### config.mk
export PLATFORM = sky130hd
export DESIGN_NAME = plm_pool
export DESIGN_NICKNAME = d
export VERILOG_FILES = /design/src/design/plm_pkg.sv /design/src/design/plm_ram.sv /design/src/design/plm_pool.sv
export SDC_FILE = /design/constraint.sdc
export NUM_CORES = 2
export LEC_CHECK = 0
export ABC_AREA = 1
export BUFFER_PORTS_ARGS = -buffer_cell sky130_fd_sc_hd__buf_4
export CAP_MARGIN = 20
export CORE_ASPECT_RATIO = 0.9
export CORE_MARGIN = 3
export CORE_UTILIZATION = 55
export DETAILED_ROUTE_END_ITERATION = 16
export MAX_ROUTING_LAYER = met4
export PLACE_DENSITY = 0.71
export SYNTH_ARGS = -nofsm -noshare
export SYNTH_HDL_FRONTEND = slang
export SYNTH_HIERARCHICAL = 1
export SYNTH_SLANG_ARGS = --single-unit
### constraint.sdc
create_clock -name clk_i -period 6.2 [get_ports clk_i]
set_input_delay 1.24 -clock clk_i [delete_from_list [all_inputs] [get_ports clk_i]]
set_output_delay 1.24 -clock clk_i [all_outputs]
set_load 0.02 [all_outputs]
### src/design/plm_pkg.sv
// Package for the pooled linked list manager: sizes, codes, command/status structs.
// No dependencies.
package plm_pkg;
  localparam int unsigned NODES  = 64;
  localparam int unsigned LISTS  = 16;
  localparam int unsigned ITEM_W = 32;
  localparam int unsigned NW = $clog2(NODES) + 1;  // node ref incl. null bit
  localparam int unsigned NA = $clog2(NODES);
  localparam int unsigned LW = $clog2(LISTS) + 1;
  localparam int unsigned LA = $clog2(LISTS);
  localparam int unsigned CW = $clog2(NODES + 1);

  localparam logic [NW-1:0] NIL = {NW{1'b1}};

  localparam logic [1:0] POS_ON     = 2'd0;
  localparam logic [1:0] POS_BEYOND = 2'd1;
  localparam logic [1:0] POS_BEFORE = 2'd2;

  localparam logic [1:0] ST_OK   = 2'd0;
  localparam logic [1:0] ST_NONE = 2'd1;
  localparam logic [1:0] ST_FULL = 2'd2;
  localparam logic [1:0] ST_DEAD = 2'd3;

  localparam logic [3:0] F_CREATE = 4'd0;
  localparam logic [3:0] F_COUNT  = 4'd1;
  localparam logic [3:0] F_FIRST  = 4'd2;
  localparam logic [3:0] F_LAST   = 4'd3;
  localparam logic [3:0] F_NEXT   = 4'd4;
  localparam logic [3:0] F_PREV   = 4'd5;
  localparam logic [3:0] F_CURR   = 4'd6;
  localparam logic [3:0] F_ADD    = 4'd7;
  localparam logic [3:0] F_INSERT = 4'd8;
  localparam logic [3:0] F_APPEND = 4'd9;
  localparam logic [3:0] F_PREPND = 4'd10;
  localparam logic [3:0] F_REMOVE = 4'd11;
  localparam logic [3:0] F_CONCAT = 4'd12;
  localparam logic [3:0] F_FREE   = 4'd13;
  localparam logic [3:0] F_TRIM   = 4'd14;
  localparam logic [3:0] F_SEARCH = 4'd15;

  // node-pool memory ops requested by the controller
  typedef struct packed {
    logic          rd_en;     // read fwd/back/value at rd_addr
    logic [NA-1:0] rd_addr;
    logic          fw_en;
    logic [NA-1:0] fw_addr;
    logic [NW-1:0] fw_data;
    logic          bw_en;
    logic [NA-1:0] bw_addr;
    logic [NW-1:0] bw_data;
    logic          val_en;
    logic [NA-1:0] val_addr;
  } pool_cmd_t;

  typedef struct packed {
    logic [NW-1:0]     fwd;
    logic [NW-1:0]     bwd;
    logic [ITEM_W-1:0] value;
    logic              match;
  } pool_sts_t;
endpackage

### src/design/plm_ram.sv
// Generic single-write, single-read RAM with registered read data.
// No dependencies.
module plm_ram #(
  parameter int unsigned WIDTH = 8,
  parameter int unsigned DEPTH = 16
) (
  input  logic                     clk_i,
  input  logic                     we_i,
  input  logic [$clog2(DEPTH)-1:0] waddr_i,
  input  logic [WIDTH-1:0]         wdata_i,
  input  logic                     re_i,
  input  logic [$clog2(DEPTH)-1:0] raddr_i,
  output logic [WIDTH-1:0]         rdata_o
);
  logic [WIDTH-1:0] mem [DEPTH];
  always_ff @(posedge clk_i) begin
    if (we_i) mem[waddr_i] <= wdata_i;
    if (re_i) rdata_o <= mem[raddr_i];
  end
endmodule

### src/design/plm_pool.sv
// Node pool datapath: value, forward and backward RAMs plus masked compare.
// Depends on plm_pkg and plm_ram.
module plm_pool (
  input  logic                      clk_i,
  input  plm_pkg::pool_cmd_t        cmd_i,
  input  logic [plm_pkg::ITEM_W-1:0] wval_i,
  input  logic [plm_pkg::ITEM_W-1:0] key_i,
  input  logic [plm_pkg::ITEM_W-1:0] mask_i,
  output plm_pkg::pool_sts_t        sts_o
);
  import plm_pkg::*;
  logic [NW-1:0]     fwd, bwd;
  logic [ITEM_W-1:0] val;

  plm_ram #(.WIDTH(NW), .DEPTH(NODES)) u_fwd (
    .clk_i, .we_i(cmd_i.fw_en), .waddr_i(cmd_i.fw_addr), .wdata_i(cmd_i.fw_data),
    .re_i(cmd_i.rd_en), .raddr_i(cmd_i.rd_addr), .rdata_o(fwd));
  plm_ram #(.WIDTH(NW), .DEPTH(NODES)) u_bwd (
    .clk_i, .we_i(cmd_i.bw_en), .waddr_i(cmd_i.bw_addr), .wdata_i(cmd_i.bw_data),
    .re_i(cmd_i.rd_en), .raddr_i(cmd_i.rd_addr), .rdata_o(bwd));
  plm_ram #(.WIDTH(ITEM_W), .DEPTH(NODES)) u_val (
    .clk_i, .we_i(cmd_i.val_en), .waddr_i(cmd_i.val_addr), .wdata_i(wval_i),
    .re_i(cmd_i.rd_en), .raddr_i(cmd_i.rd_addr), .rdata_o(val));

  always_comb begin
    sts_o.fwd   = fwd;
    sts_o.bwd   = bwd;
    sts_o.value = val;
    sts_o.match = ((val ^ key_i) & mask_i) == '0;
  end
endmodule

==> results.md <==
Status:
- The run finished with clean final reports.

Worst setup path:
- The kind of end point of the critical path is an output port.
- The cell seen most often among critical-path stages is sky130_fd_sc_hd__nor2_1.
- Measured in cells, the most critical reg-to-reg path has a length of 8.
- The critical path crosses 10 cells after its start point.
- At the worst endpoint, the arrival time is approximately 3.3 ns.
- The master of the slowest instance on the critical path is sky130_fd_sc_hd__nor2_1.
- The delay contributed by the slowest stage of the critical path is between 0.5 and 0.6 ns.
- The type of the worst setup path is in -> out.
- The largest fanout of any net on the critical path is 2.
- Together, buffers and inverters on the worst path number 3.
- Walking the worst path, the cells encountered are buf_4 > nor2_1 > nor2_1 > nor2_1 > nand2_1 > nor2_1 > nand2_1 > nor2_1 > buf_4 > buf_4.
- At the worst endpoint, the required time is around 5.0 ns.
- The critical path launch point type is an input port.
- In this design, the largest share of critical-path delay is due to simple AND/OR/NAND/NOR gates.

Die:
- The die area is approximately 230000 um2.
- The floorplan has 162 rows.
- The number of top-level pins is approximately 190.
- The placeable core region is ~220000 um2.
- In this run the horizontal extent of the chip is roughly 500 um.
- The initial core utilization is between 50% and 60%.
- The die is 451 um tall.

Final layout:
- Of the cells placed in the final design, the portion with a size suffix greater than 1 is a little under 8%.
- The relative area change from synthesis to final layout is 10.7%.
- After the last flow step, the layout net total stands at around 10k.
- Once layout is complete, the cells apart from fillers number 13.2k.
- The area of all placed cells without fillers is 134000 um2.

Synthesis:
- The number of different library cells used by synthesis comes to 16.
- Counting flops with an async set or reset pin after synthesis yields a share of 0%.
- Yosys attributes the largest share of cell area to sky130_fd_sc_hd__edfxtp_1, sky130_fd_sc_hd__nand3_1, sky130_fd_sc_hd__nand2_1.
- The Yosys step of the flow raised 6 warnings.
- The most frequent cell after synthesis is sky130_fd_sc_hd__nand2_1.
- The commonest cells after synthesis are sky130_fd_sc_hd__nand2_1, sky130_fd_sc_hd__edfxtp_1, sky130_fd_sc_hd__nand3_1, sky130_fd_sc_hd__buf_2, sky130_fd_sc_hd__nor2_1.
- When the netlist entered floorplanning its net count stood at between 10k and 15k.
- Among all flip-flop cells after synthesis, the most frequent one is sky130_fd_sc_hd__edfxtp_1.
- After synthesis, the largest area contributor takes up 74.2% of total cell area.
- Synthesis inferred 2990 register bits.
- Summed over all instances, the cell type with the most area after synthesis is sky130_fd_sc_hd__edfxtp_1.
- The total standard cell area after synthesis is 121000 um2.
- The sequential area share after synthesis is about three quarters.
- After synthesis, the mean cell area works out to approximately 12 um2.
- In this run, synthesis inferred approximately 3k flip-flops with an integrated enable.
- Synthesis produced 10.1k cells.

STA:
- The worst setup slack after layout is 1.70 ns.
- The number of hold violations in the final report is 0.
- The sum of negative setup slack is 0 ns.
- Setup repair after global routing left no endpoint under its margin.
- The count of pins over their slew limit is 0.
- The maximum achievable frequency is between 200 and 250 MHz.
- The final hold slack is roughly 0.86 ns.
- At the pin with the least slew margin, the transition time is approximately 1.2 ns.
- Setup violations remaining at the end of the flow were counted as 0.
- Measured against its own limit, the worst slew margin works out to 23.0%.
- The routed design could run at a clock period as short as roughly 4.5 ns.
- The worst clock skew is 0.0430 ns.
- The share of the clock period used by the worst path after layout is 72.6%.

Power and ir drop:
- In this run the power density over the cells is 315 nW/um2.
- The worst voltage drop across the vdd grid is 0.215 mV.
- The analysis attributes to cell leakage a power of around 47 nW.

Drt:
- The routed layout has around 81k vias.
- After detailed routing, the number of remaining DRC violations is 0.
- The number of nets still failing antenna checks after routing is 0.
- The first TritonRoute pass finished after 6 iterations.
- For this block, the initial DRC count from the detailed router was 12.1k.
- The detail-routed net length per standard cell is 24.8 um.
- After detailed routing, the number of vias per cell comes to between 6 and 7.
- Wires add up to roughly 330 mm.

Placement:
- Detailed placement ended at an HPWL of between 150 and 200 mm.
- The minimum setup slack after placement is between 1.5 and 2 ns.
- The congestion estimate from routability-driven global placement came to between 0.8 and 0.9.
- Counting tap cells, the placed design contains a total of ~13k instances.
- After detailed placement, the total cell area comes to 125000 um2.
- Buffers placed on the I/O ports in this run total 185.

Clocking:
- The tree built by TritonCTS fans out to between 2k and 3k sinks.
- The source-to-sink clock delay at the later pin of the worst-skew pair is 0.91 ns.
- In this run the number of H-tree levels came out at 5.
- The cts-stage hold buffer count is 0.
- Buffers added to address setup during post-CTS repair amount to 0.
- The clock tree from TritonCTS is yes.
- The clock root buffer is sky130_fd_sc_hd__clkbuf_16.
- The number of buffers inserted during clock tree synthesis is between 300 and 400.
- The clock transition time at the flip-flop clock pins of the worst setup and hold paths is roughly 0.07 ns.
- The number of instances resized during post-cts repair is 0.
- The clock passes through at most 4 buffers.

Global route:
- The largest net degree at the start of global routing is between 150 and 200.
- Summed over all layers, the global routing overflow is 0.
- The via count of the first global-routing pass came to 76.9k.
- In the global route stage, overall resource usage came out at slightly below 30%.
- The number of antenna violations at the first check in global routing was 18.
- The first-pass GRT wire length is 487 mm.

Hold path:
- The hold path depth is 3.
- The type of the worst min-delay path is in -> reg.

Job:
- The number of maximum-capacitance constraint violations is 0.
registers in the layout (all words and copies together) (netlist names):
register,flops
u_val/mem,2048
u_bwd/rdata_o,7
u_fwd/rdata_o,7
u_bwd/mem,448
u_val/rdata_o,32
u_fwd/mem,448
cell type report:
| type | instances | area [um2] |
|---|---|---|
| Fill cell | 16317 | 83800 |
| Tap cell | 2870 | 3590 |
| Multi-Input combinational cell | 6429 | 28100 |
| Antenna cell | 22 | 55.1 |
| Clock buffer | 376 | 7940 |
| Clock inverter | 138 | 1040 |
| Inverter | 56 | 259 |
| Timing Repair Buffer | 357 | 3120 |
| Sequential cell | 2990 | 89800 |
power breakdown:
group	total [mW]	leakage, nW	internal (mW)	switching [mW]
Sequential	22.5	26.9	22.4	0.0849
Combinational	2.68	16.1	0.644	2.04
Clock	17.0	4.40	9.67	7.33
worst paths after layout:
kind | to | slack, ns | start
worst max-delay path | sts_o[0] | 1.70 | key_i[30]
worst min-delay path | u_bwd/mem[52][0] | 0.86 | cmd_i[15]
worst max register to register | u_val/rdata_o[13] | 4.26 | u_val/mem[51][13]
worst min register to register | u_bwd/rdata_o[3] | 0.89 | u_bwd/mem[26][3]
cell usage in the layout (no fill, tap or decap), types with 3 or more instances in the layout:
cell type	count
sky130_fd_sc_hd__nand4_1	27
sky130_fd_sc_hd__clkinv_2	40
sky130_fd_sc_hd__nor4_1	16
sky130_fd_sc_hd__inv_8	3
sky130_fd_sc_hd__nor4_2	8
sky130_fd_sc_hd__edfxtp_1	2990
sky130_fd_sc_hd__clkbuf_1	69
sky130_fd_sc_hd__nor2_1	176
sky130_fd_sc_hd__inv_1	45
sky130_fd_sc_hd__buf_8	4
sky130_fd_sc_hd__buf_16	5
sky130_fd_sc_hd__clkbuf_16	307
sky130_fd_sc_hd__bufinv_16	15
sky130_fd_sc_hd__inv_6	11
sky130_fd_sc_hd__nand2_1	3460
sky130_fd_sc_hd__nand3_1	2685
sky130_fd_sc_hd__clkinv_1	71
sky130_fd_sc_hd__nor2_4	56
sky130_fd_sc_hd__inv_2	3
sky130_fd_sc_hd__diode_2	22
sky130_fd_sc_hd__buf_4	323
sky130_fd_sc_hd__buf_12	24
tightest hold or removal path: stages:
cell and delay [ns]:
sky130_fd_sc_hd__buf_4 0.14, sky130_fd_sc_hd__nor4_1 0.07, sky130_fd_sc_hd__buf_4 0.16
routing by layer:
layer	track usage, %	wire length (um)	share of wire (%)	up-vias
met5	-	0	0	-
met4	12.2	14400	4.4	0
li1	-	-	-	35908
met3	4.93	35800	11	693
met1	40.1	126000	38	39540
met2	44.5	153000	46	5073
cell families (layout without fill, tap and decap cells):
family	after synthesis	count (layout)	synth area share [%]
other	0	22	0
buffers and inverters	701	927	2.92
DFF	2990	2990	74.2
and+or+nand+nor	6429	6429	22.8
through the flow:
step	total power, mW	utilization, %
floorplan	24.4	-
global placement	25.5	57.3
detailed placement	25.6	57.3
CTS	42.3	61.4
global route	43.4	61.5
finish	42.2	61.5
No activity file was read; power rests on OpenSTA's default activity.
